**src/hdl/ntsc_pkg.sv**
```systemverilog
// ----------------------------------------------------------------------------
// ntsc_pkg
// Types and constants shared by the Newton time-step controller modules.
// ----------------------------------------------------------------------------
package ntsc_pkg;

  localparam int STEP_W   = 32;  // Q16.16 step size
  localparam int FAC_W    = 16;  // Q2.14 factor
  localparam int FRAC_FAC = 14;  // fraction bits of a factor
  localparam int CNT_W    = 8;   // streak counters and iteration counts
  localparam int PROD_W   = STEP_W + FAC_W;
  localparam int SCL_W    = PROD_W - FRAC_FAC;
  localparam int CFG_IDX_W  = 3;
  localparam int CFG_DATA_W = 48;

  // Register reset values
  localparam logic [31:0] GROWTH_RST  = 32'h8000_6000;
  localparam logic [15:0] SHRINK_RST  = 16'h3333;
  localparam logic [47:0] RETRY_RST   = 48'h00A4_0666_2000;
  localparam logic [23:0] THRESH_RST  = 24'h0A_0306;
  localparam logic [23:0] LIMITS_RST  = 24'h04_0300;
  localparam logic [31:0] MAX_STEP_RST = 32'hFFFF_FFFF;

  // Register indexes on the configuration port
  typedef enum logic [CFG_IDX_W-1:0] {
    REG_GROWTH   = 3'd0,
    REG_SHRINK   = 3'd1,
    REG_RETRY    = 3'd2,
    REG_THRESH   = 3'd3,
    REG_LIMITS   = 3'd4,
    REG_MAX_STEP = 3'd5
  } cfg_idx_t;

  // Input item
  typedef struct packed {
    logic [STEP_W-1:0] step_size;
    logic              converged;
    logic [CNT_W-1:0]  iterations;
  } in_item_t;

  // Result item
  typedef struct packed {
    logic [STEP_W-1:0] new_step;
    logic              stop;
    logic              reset_jacobian;
  } out_item_t;

  // Configuration register contents
  typedef struct packed {
    logic [31:0] growth_factors;
    logic [15:0] shrink_factor;
    logic [47:0] retry_factors;
    logic [23:0] iteration_thresholds;
    logic [23:0] streak_limits;
    logic [31:0] max_step;
  } cfg_t;

  // Decision handed from the decide stage to the scale stage
  typedef struct packed {
    logic [STEP_W-1:0] step;
    logic [FAC_W-1:0]  factor;
    logic              scale_en;
    logic              stop;
    logic              rst_jac;
  } dec_t;

  // Saturating counter increment
  function automatic logic [CNT_W-1:0] sat_inc(input logic [CNT_W-1:0] v);
    sat_inc = (v == {CNT_W{1'b1}}) ? v : v + 1'b1;
  endfunction

endpackage

```
**src/hdl/ntsc_cfg.sv**
```systemverilog
// ----------------------------------------------------------------------------
// ntsc_cfg
// Configuration register file, written through a valid/ready port.
// ----------------------------------------------------------------------------
module ntsc_cfg (
  input  logic                              clk,
  input  logic                              rst_n,
  input  logic                              cfg_valid,
  output logic                              cfg_ready,
  input  logic [ntsc_pkg::CFG_IDX_W-1:0]    cfg_index,
  input  logic [ntsc_pkg::CFG_DATA_W-1:0]   cfg_data,
  output ntsc_pkg::cfg_t                    cfg
);

  ntsc_pkg::cfg_t cfg_r;

  // Writes are always taken
  assign cfg_ready = 1'b1;
  assign cfg       = cfg_r;

  // Register write, unknown indexes ignored
  always_ff @(posedge clk) begin
    if (!rst_n) begin
      cfg_r.growth_factors       <= ntsc_pkg::GROWTH_RST;
      cfg_r.shrink_factor        <= ntsc_pkg::SHRINK_RST;
      cfg_r.retry_factors        <= ntsc_pkg::RETRY_RST;
      cfg_r.iteration_thresholds <= ntsc_pkg::THRESH_RST;
      cfg_r.streak_limits        <= ntsc_pkg::LIMITS_RST;
      cfg_r.max_step             <= ntsc_pkg::MAX_STEP_RST;
    end else if (cfg_valid && cfg_ready) begin
      case (ntsc_pkg::cfg_idx_t'(cfg_index))
        ntsc_pkg::REG_GROWTH:   cfg_r.growth_factors       <= cfg_data[31:0];
        ntsc_pkg::REG_SHRINK:   cfg_r.shrink_factor        <= cfg_data[15:0];
        ntsc_pkg::REG_RETRY:    cfg_r.retry_factors        <= cfg_data[47:0];
        ntsc_pkg::REG_THRESH:   cfg_r.iteration_thresholds <= cfg_data[23:0];
        ntsc_pkg::REG_LIMITS:   cfg_r.streak_limits        <= cfg_data[23:0];
        ntsc_pkg::REG_MAX_STEP: cfg_r.max_step             <= cfg_data[31:0];
        default: ;
      endcase
    end
  end

endmodule

```
**src/hdl/ntsc_decide.sv**
```systemverilog
// ----------------------------------------------------------------------------
// ntsc_decide
// Input register, streak state and factor selection for each item.
// ----------------------------------------------------------------------------
module ntsc_decide (
  input  logic                 clk,
  input  logic                 rst_n,
  input  ntsc_pkg::cfg_t       cfg,
  input  logic                 in_valid,
  output logic                 in_stall,
  input  ntsc_pkg::in_item_t   in_data,
  output logic                 dec_valid,
  input  logic                 dec_stall,
  output ntsc_pkg::dec_t       dec
);

  localparam int CW = ntsc_pkg::CNT_W;

  ntsc_pkg::in_item_t in_r;
  logic               in_vld_r;
  ntsc_pkg::dec_t     dec_r, dec_nxt;
  logic               dec_vld_r;

  logic [CW-1:0] succ_r, succ_nxt;
  logic [CW-1:0] fail1_r, fail1_nxt;
  logic [CW-1:0] fail2_r, fail2_nxt;
  logic          last_used_r, last_used_nxt;
  logic          started_r;

  logic          dec_ready, in_ready, proc;
  logic [CW-1:0] need, lim1, lim2, grow_below, big_below, shrink_above;
  logic [CW-1:0] succ_base, succ_inc, f1_inc, f2_inc;

  // Handshake: stall ripples back from the scale stage
  assign dec_ready = !dec_vld_r || !dec_stall;
  assign in_ready  = !in_vld_r || dec_ready;
  assign in_stall  = !in_ready;
  assign proc      = in_vld_r && dec_ready;
  assign dec_valid = dec_vld_r;
  assign dec       = dec_r;

  // Register fields
  assign need         = cfg.streak_limits[7:0];
  assign lim1         = cfg.streak_limits[15:8];
  assign lim2         = cfg.streak_limits[23:16];
  assign grow_below   = cfg.iteration_thresholds[7:0];
  assign big_below    = cfg.iteration_thresholds[15:8];
  assign shrink_above = cfg.iteration_thresholds[23:16];

  // First item preloads the success streak
  assign succ_base = started_r ? succ_r : need;
  assign succ_inc  = ntsc_pkg::sat_inc(succ_base);
  assign f1_inc    = ntsc_pkg::sat_inc(fail1_r);
  assign f2_inc    = ntsc_pkg::sat_inc(fail2_r);

  // Decision and next state
  always_comb begin
    dec_nxt.step     = in_r.step_size;
    dec_nxt.factor   = '0;
    dec_nxt.scale_en = 1'b0;
    dec_nxt.stop     = 1'b0;
    dec_nxt.rst_jac  = 1'b0;
    succ_nxt         = succ_base;
    fail1_nxt        = fail1_r;
    fail2_nxt        = fail2_r;
    last_used_nxt    = last_used_r;
    if (in_r.converged) begin
      last_used_nxt = 1'b0;
      fail1_nxt     = '0;
      fail2_nxt     = '0;
      if (in_r.iterations < grow_below) begin
        succ_nxt = succ_inc;
        if (succ_inc >= need) begin
          dec_nxt.scale_en = 1'b1;
          dec_nxt.factor   = (in_r.iterations < big_below) ?
                             cfg.growth_factors[31:16] : cfg.growth_factors[15:0];
        end
      end
      // Too many iterations overrides growth
      if (in_r.iterations > shrink_above) begin
        succ_nxt         = '0;
        dec_nxt.rst_jac  = 1'b1;
        dec_nxt.scale_en = 1'b1;
        dec_nxt.factor   = cfg.shrink_factor;
      end
    end else begin
      succ_nxt         = '0;
      dec_nxt.rst_jac  = 1'b1;
      dec_nxt.scale_en = 1'b1;
      fail1_nxt        = f1_inc;
      if (f1_inc <= lim1) begin
        dec_nxt.factor = cfg.retry_factors[15:0];
      end else begin
        fail2_nxt = f2_inc;
        if (f2_inc <= lim2) begin
          dec_nxt.factor = cfg.retry_factors[31:16];
        end else if (!last_used_r) begin
          dec_nxt.factor = cfg.retry_factors[47:32];
          last_used_nxt  = 1'b1;
        end else begin
          // Final cut already failed: stop, streaks and flags hold
          dec_nxt.stop     = 1'b1;
          dec_nxt.rst_jac  = 1'b0;
          dec_nxt.scale_en = 1'b0;
          succ_nxt         = succ_base;
          fail1_nxt        = fail1_r;
          fail2_nxt        = fail2_r;
          last_used_nxt    = last_used_r;
        end
      end
    end
  end

  // Input register
  always_ff @(posedge clk) begin
    if (!rst_n) begin
      in_vld_r <= 1'b0;
    end else if (in_ready) begin
      in_vld_r <= in_valid;
    end
  end

  always_ff @(posedge clk) begin
    if (in_ready && in_valid) begin
      in_r <= in_data;
    end
  end

  // Streak state, updated as each item is decided
  always_ff @(posedge clk) begin
    if (!rst_n) begin
      succ_r      <= '0;
      fail1_r     <= '0;
      fail2_r     <= '0;
      last_used_r <= 1'b0;
      started_r   <= 1'b0;
    end else if (proc) begin
      succ_r      <= succ_nxt;
      fail1_r     <= fail1_nxt;
      fail2_r     <= fail2_nxt;
      last_used_r <= last_used_nxt;
      started_r   <= 1'b1;
    end
  end

  // Decision register
  always_ff @(posedge clk) begin
    if (!rst_n) begin
      dec_vld_r <= 1'b0;
    end else if (dec_ready) begin
      dec_vld_r <= in_vld_r;
    end
  end

  always_ff @(posedge clk) begin
    if (proc) begin
      dec_r <= dec_nxt;
    end
  end

endmodule

```
**src/hdl/ntsc_scale.sv**
```systemverilog
// ----------------------------------------------------------------------------
// ntsc_scale
// Step scaling by a Q2.14 factor, clamp to max_step, and result register.
// ----------------------------------------------------------------------------
module ntsc_scale (
  input  logic                                clk,
  input  logic                                rst_n,
  input  logic [ntsc_pkg::STEP_W-1:0]         max_step,
  input  logic                                dec_valid,
  output logic                                dec_stall,
  input  ntsc_pkg::dec_t                      dec,
  output logic                                out_valid,
  input  logic                                out_stall,
  output ntsc_pkg::out_item_t                 out_data
);

  localparam int SW = ntsc_pkg::STEP_W;

  ntsc_pkg::out_item_t out_r, out_nxt;
  logic                out_vld_r;
  logic                out_ready;

  logic [ntsc_pkg::PROD_W-1:0] prod;
  logic [ntsc_pkg::SCL_W-1:0]  scaled, cand;

  assign out_ready = !out_vld_r || !out_stall;
  assign dec_stall = !out_ready;
  assign out_valid = out_vld_r;
  assign out_data  = out_r;

  // 32x16 product, truncated to Q18.16
  assign prod   = ntsc_pkg::PROD_W'(dec.step) * ntsc_pkg::PROD_W'(dec.factor);
  assign scaled = prod[ntsc_pkg::PROD_W-1:ntsc_pkg::FRAC_FAC];
  assign cand   = dec.scale_en ? scaled : ntsc_pkg::SCL_W'(dec.step);

  // Clamp; a stop result passes the step through
  always_comb begin
    out_nxt.stop           = dec.stop;
    out_nxt.reset_jacobian = dec.rst_jac;
    if (dec.stop) begin
      out_nxt.new_step = dec.step;
    end else if (cand > ntsc_pkg::SCL_W'(max_step)) begin
      out_nxt.new_step = max_step;
    end else begin
      out_nxt.new_step = cand[SW-1:0];
    end
  end

  always_ff @(posedge clk) begin
    if (!rst_n) begin
      out_vld_r <= 1'b0;
    end else if (out_ready) begin
      out_vld_r <= dec_valid;
    end
  end

  always_ff @(posedge clk) begin
    if (out_ready && dec_valid) begin
      out_r <= out_nxt;
    end
  end

endmodule

```
**src/hdl/newton_time_step_controller.sv**
```systemverilog
// ----------------------------------------------------------------------------
// newton_time_step_controller
// Iteration-count adaptive time-step controller, one decision per cycle while out_stall is low.
// ----------------------------------------------------------------------------
//  Channel  Dir  Handshake          Payload
//  in_      in   in_valid/in_stall  in_item_t: step_size, converged, iterations
//  out_     out  out_valid/out_stall out_item_t: new_step, stop, reset_jacobian
//  cfg_     in   cfg_valid/cfg_ready cfg_index (3b), cfg_data (48b)
//
//  One item per cycle sustained while out_stall is low; each result passes
//  through three registers before it is presented (input register,
//  decision register, result register).
//  The streak state is updated in the decision stage, so consecutive items
//  see each other's effect with no bubble.
//  Synchronous active-low reset clears valids, streaks and configuration registers.
//  out_stall holds the result; once all three stages are full it reaches
//  in_stall in the same cycle.
// ----------------------------------------------------------------------------
module newton_time_step_controller (
  input  logic                              clk,
  input  logic                              rst_n,
  input  logic                              in_valid,
  output logic                              in_stall,
  input  ntsc_pkg::in_item_t                in_data,
  output logic                              out_valid,
  input  logic                              out_stall,
  output ntsc_pkg::out_item_t               out_data,
  input  logic                              cfg_valid,
  output logic                              cfg_ready,
  input  logic [ntsc_pkg::CFG_IDX_W-1:0]    cfg_index,
  input  logic [ntsc_pkg::CFG_DATA_W-1:0]   cfg_data
);

  ntsc_pkg::cfg_t cfg;
  ntsc_pkg::dec_t dec;
  logic           dec_valid, dec_stall;

  // Configuration registers
  ntsc_cfg u_cfg (
    .clk       (clk),
    .rst_n     (rst_n),
    .cfg_valid (cfg_valid),
    .cfg_ready (cfg_ready),
    .cfg_index (cfg_index),
    .cfg_data  (cfg_data),
    .cfg       (cfg)
  );

  // Streak tracking and factor choice
  ntsc_decide u_decide (
    .clk       (clk),
    .rst_n     (rst_n),
    .cfg       (cfg),
    .in_valid  (in_valid),
    .in_stall  (in_stall),
    .in_data   (in_data),
    .dec_valid (dec_valid),
    .dec_stall (dec_stall),
    .dec       (dec)
  );

  // Multiply, clamp, result register
  ntsc_scale u_scale (
    .clk       (clk),
    .rst_n     (rst_n),
    .max_step  (cfg.max_step),
    .dec_valid (dec_valid),
    .dec_stall (dec_stall),
    .dec       (dec),
    .out_valid (out_valid),
    .out_stall (out_stall),
    .out_data  (out_data)
  );

endmodule

```
**config.mk**
```make
export PLATFORM = sky130hd
export DESIGN_NAME = newton_time_step_controller
export DESIGN_NICKNAME = d
export VERILOG_FILES = /design/src/hdl/ntsc_pkg.sv /design/src/hdl/ntsc_cfg.sv /design/src/hdl/ntsc_decide.sv /design/src/hdl/ntsc_scale.sv /design/src/hdl/newton_time_step_controller.sv
export SDC_FILE = /design/constraint.sdc
export NUM_CORES = 2
export LEC_CHECK = 0
export ABC_AREA = 1
export BUFFER_PORTS_ARGS = -buffer_cell sky130_fd_sc_hd__buf_2
export CORE_UTILIZATION = 39
export DETAILED_ROUTE_END_ITERATION = 8
export GPL_TIMING_DRIVEN = 0
export HOLD_SLACK_MARGIN = 0.15
export PLACE_DENSITY_LB_ADDON = 0.3
export SYNTH_ARGS = -nofsm -noshare
export SYNTH_HDL_FRONTEND = slang
export SYNTH_SLANG_ARGS = --single-unit
```
**constraint.sdc**
```tcl
create_clock -name clk -period 10.2 [get_ports clk]
set_input_delay 0.51 -clock clk [delete_from_list [all_inputs] [get_ports clk]]
set_output_delay 0.51 -clock clk [all_outputs]
set_load 0.02 [all_outputs]
```
### Yosys cells after proc, flatten, opt, wreduce, memory -nomap -nowiden

Index checks and enable logic that the tools add are counted.

* ROM bits: 0
* output and inout port bits: 37
* RAM bits: 0
* latch bits: 0
* bits of input ports: 97
* register bits: 331
* memories: 0
* logic and storage cells: 107

* reductions and logical operators: 22
* bitwise gates (word level): 0
* magnitude comparators: 7
* muxes and demuxes: 37
* multipliers: 1
* equal/unequal tests: 12
* add/sub/neg operators: 3
* shifts and indexed selects: 0
* div/mod/pow operators: 0

Operator list (number)
* $mux W8: 18
* $mux W17: 4
* $mux W16: 4
* $mux W32: 2
* $mul A32 B16 Y48: 1
* $gt A34 B32 Y1: 1
* $mux W34: 1
* $add A8 B1 Y8 const B: 3
* $eq A8 B8 Y1 const B: 3
* $le A8 B8 Y1: 2
* $lt A8 B8 Y1: 2
* $reduce_and A2 Y1: 7
* $mux W3: 3
* $ge A8 B8 Y1: 1
* $gt A8 B8 Y1: 1
* $eq A3 B2 Y1 const B: 2
* $eq A3 B3 Y1 const B: 2
* $reduce_and A3 Y1: 2
* $logic_not A1 Y1: 5
* $mux W1: 5
* $ne A2 B1 Y1 const B: 2
* $ne A4 B3 Y1 const B: 1
* $eq A3 B1 Y1 const B: 1
* $logic_and A1 B1 Y1: 3
* 4 further kinds: 6

### Longest topological paths before layout

* word-level depth: 8
* gate-level depth with buffers: 50
* gate-level depth less buffers: 47

### Cells and area by module

From an unflattened synthesis, not the netlist that was laid out.

* cell total of the unflattened synthesis: 4778
* area total of the unflattened synthesis: 34605.7 µm²

Modules (own cells, without submodules)
* ntsc_scale: cells each 2930, area each 20682.3 µm², instances 1, sequential area each 1041.0 µm²
* ntsc_decide: cells each 894, area each 7211.9 µm², instances 1, sequential area each 3323.2 µm²
* ntsc_cfg: cells each 954, area each 6711.4 µm², instances 1, sequential area each 3523.4 µm²

### Worst setup path after synthesis

Ideal clock, no wire load.

* path type: register to register
* start point: reg u_decide.dec_r (netlist bit u_decide.dec[42])
* end point: reg u_scale.out_r (netlist bit u_scale.out_data[14]) (data pin)
* required time: 9.947 ns
* stages on the path, launching flop included: 45
* arrival time: 7.130 ns
* period minus slack after synthesis: 7.383 ns
* library setup time: 0.253 ns
* path slack: 2.817 ns
* buffers on the path: 3
* path through: edfxtp_1 clkbuf_1 clkbuf_1 nand2_1 fa_1 inv_1 fa_1 inv_1 fa_1 inv_1 fa_1 fa_1 inv_1 fa_1 inv_1 ha_1 nand2_1 nor2_1 [... 9 more ...] nand2_1 nand2_1 nand2_1 nand2_1 nand2_1 nor2_1 nand3_1 nand2_1 nand2_1 nand2_1 nand2_1 nand2_1 nand2_1 nand2_1 clkbuf_1 nand3_1 nand3_1 nand2_1

RTL lines
* start, declared: line ntsc_decide.sv:21 `ntsc_pkg::dec_t dec_r, dec_nxt;`
* start signal, assigned: line ntsc_decide.sv:157 `dec_r <= dec_nxt;`
* end signal, assigned: line ntsc_scale.sv:59 `out_r <= out_nxt;`
* end, declared: line ntsc_scale.sv:19 `ntsc_pkg::out_item_t out_r, out_nxt;`

==> results.md <==
- Synth area leader: fa_1
- CTS tree: yes
- Grt ovf: 0
- I/O Buffers: 131
- Hold Crit Class: primary input to flip-flop
- Top-count cell post-synth: nand2_1
- Clk_lat worst skew: 0.59 ns
- Avg Cell Area, Syn: 7.631 um^2
- DIE AREA: 85340 um^2
- Hold path depth: 3
- Initial antenna violation count: 1
- M1 GR Usage: 34.28%
- Setup_tns: 0 ns
- R2R Setup Slk: 0.60 ns
- Synthesis-to-finish area growth: 11.96%
- Critical R2R Capture: u_scale.out_data[21]$_DFFE_PP_
- Post-layout min period: 9.598 ns
- Initial DRT Pass Iterations: 5
- Critical Path Fanout Max: 10
- Top Usage Layer GRT: met2
- GR Util met2: 45.07%
- Synth warn: 0
- # Max-Cap Violations: 0
- # DRC: 0
- Period utilization: 94.10%
- Routed wire length: 113.4 mm
- Reg2reg start: u_decide.dec[38]$_DFFE_PP_
- Cts bufs inserted: 39
- RSZ-0062 raised after global routing: no
- Largest net degree at the start of global routing: 55
- Slew Viols, Final: 0
- WS Path Type: flip-flop to flip-flop
- Crit start category: flip-flop
- Die Y: 292.1 um
- Adder-Cell Fraction of Synth Area: 32.98%
- GPL Wtd Cong: 1.023
- Top cell type's share of synthesized area: 25.43%
- Fraction of layout cells with a size suffix above 1: 5.823%
- Synth Area in Compound Gates: 7.905%
- Worst endpoint required time: 10.46 ns
- Largest family of logic cells by synthesized area: adder cells
- Post-synth top flop: dfxtp_1
- IO Pins: 134
- Fmax: 104.2 MHz
- # nets final: 5232
- Simple-gate portion of the synthesized area: 21.11%
- Ys async rst share: 0%
- Worst setup EP type: flip-flop
- DR iter-0 viols: 2220
- Post-route ant nets: 0
- Core area: 83420 um^2
- Cells on worst reg2reg path: 45
- Mapped Area: 32830 um^2
- Ranking of synthesized cells by area: fa_1, nand2_1, dfxtp_1
- Avg WL per Cell: 20.14 um
- Syn Nets: 5014
- Clock Path Buffers: 3
- FP Rows: 106
- Worst Tran Pin Value: 1.229 ns
- Post-detail-place hpwl: 90.86 mm
- Final setup viols: 0
- Max Clock Skew: 0.02375 ns
- Slew HR: 17.47%
- Seq/Total Area, Yosys: 24.03%
- Average via count per standard cell: 5.064
- Fillcell total: 8448
- FF+latch area: 7888 um^2
- Final Hold Viols: 0
- Met3 usage: 4.742%
- Critical path's most frequent cell: nand2_1
- CTS sink count: 331
- CTS resizes: 0
- Die width: 292.1 um
- Initial Utilization: 39.35%
- First-pass GRT wire length: 171.9 mm
- Via Count: 28510
- Vias in the first global route: 28620
- Clock transition at path regs: 0.07 ns
- CP max stage cell: clkbuf_1
- GRT Total Usage: 26.88%
- #FFs+latches synth: 331
- Min-delay src: cfg_data[40]
- Hold Path Sink: u_cfg.cfg[120]$_SDFFE_PN0P_
- Post-synth EDFFs: 126
- Synth top cells by count: nand2_1, inv_1, fa_1
- Mux share of post-synthesis cell area: 0%
- Status: finished clean
- Critical path arrival: 9.86 ns
- Synth Instances: 4302
- H-tree levels: 2
- Slowest Stage Delay on Critical Path: 0.77 ns
- ANT cells: 0
- Post-Synth XOR/XNOR Area: 0.6937%
- CTS root buf: clkbuf_16
- Post-CTS Setup Bufs: 0
- Multi-input gate area: 20600 um^2
- Unique masters post-synth: 40
kinds of logic after synthesis:
family                     after synthesis
xor gates and xnor gates                26
adders and majority gates              615
DFF                                    331
other                                    1
buffers and inverters                 1148
and+or+nand+nor                       1712
AOI/OAI and AO/OA                      469
area by class of cell:
type / instances / area share, %
Sequential cell: 331 / 21.46
Buffer: 198 / 2.165
Multi-Input combinational cell: 2823 / 56.05
Tap cell: 1080 / 3.676
Inverter: 941 / 9.610
Clock inverter: 22 / 0.7591
Timing Repair Buffer: 186 / 3.431
Clock buffer: 50 / 2.849
per-layer routing:
layer | vias up | share of wire [%]
met4 | 0 | 4.4
li1 | 13460 | -
met5 | - | 0
met2 | 1016 | 47
met3 | 227 | 7.7
met1 | 13810 | 41
critical path, delay by kind of cell, from the launching register on:
kind                     cells  cell delay, ns
flip-flops                   1            0.33
AO/OA/AOI/OAI                1            0.16
buffers and inverters       10            2.26
adder cells (fa/ha/maj)      8            3.68
AND/OR/NAND/NOR             26            2.87
worst max path at each step:
stage                                          end  cells past startpoint                        from  slack, ns
floorplan           u_scale.out_data[14]$_DFFE_PP_                     44  u_decide.dec[42]$_DFFE_PP_       2.82
global placement    u_scale.out_data[33]$_DFFE_PP_                     44  u_decide.dec[26]$_DFFE_PP_       0.63
detailed placement  u_scale.out_data[33]$_DFFE_PP_                     44  u_decide.dec[26]$_DFFE_PP_       0.65
CTS                 u_scale.out_data[33]$_DFFE_PP_                     40  u_decide.dec[33]$_DFFE_PP_       0.63
global route        u_scale.out_data[27]$_DFFE_PP_                     45  u_decide.dec[38]$_DFFE_PP_      0.003
finish              u_scale.out_data[21]$_DFFE_PP_                     45  u_decide.dec[38]$_DFFE_PP_       0.60
registers in the layout, summed over array words and instances (netlist names):
signal,count
u_cfg.cfg,176
u_decide.dec,51
u_scale.out_data,34
u_decide.dec_nxt,32
u_decide.in_r,9
u_decide.fail1_r,8
u_decide.fail2_r,8
u_decide.succ_r,8
u_decide.dec_valid,1
u_decide.in_vld_r,1
u_decide.last_used_r,1
u_decide.started_r,1
u_scale.out_valid,1
stage by stage:
step / setup WS [ns] / cells / hold WS (ns) / util [%] / cell area [um^2]
2_1_floorplan: 2.817 / 4302 / 0.4003 / - / 32830
3_3_place_gp: 0.6277 / 5513 / 0.4004 / 41.76 / 34840
3_5_place_dp: 0.6524 / 5517 / 0.4045 / 41.90 / 34950
4_1_cts: 0.6287 / 5640 / 0.1501 / 44.10 / 36790
5_1_grt: 0.003205 / 5631 / 0.1570 / 44.06 / 36760
6_report: 0.6018 / 5631 / 0.1785 / 44.06 / 36760
placed cells by master (no fill, tap or decap), types with 5 or more instances in the layout:
master         Yosys  final
o21bai_1           9      9
edfxtp_1         126    126
clkbuf_1         189    187
a21oi_1          177    176
inv_1            930    930
nor4_1             6      6
clkinv_1           6     10
nor3_1            11     11
fa_1             417    417
buf_4              5      5
ha_1             198    198
o21a_1             7      7
dlygate4sd3_1      0     51
or2_2             27     27
nand3_1          230    230
inv_2              5      5
nand2_2            9      9
o21ai_0          190    190
nand4_1           17     17
buf_2              6    137
clkbuf_16          0     39
clkinv_2           0      7
a21o_1             5      5
xor2_1            14     14
xnor2_1           12     12
bufinv_16          0      5
dfxtp_1          205    205
nand2_1         1143   1143
o211ai_1          65     65
nor2_1           257    256
repair_timing:
item / CTS / global route
hold buffers: 51 / 0
endpoints found under the setup margin: 0 / 20
endpoints found under the hold margin: 51 / 0
Power is left out: the tool's default activity adds up to more than one toggle a clock period on the data nets, which glitch-free logic cannot reach.
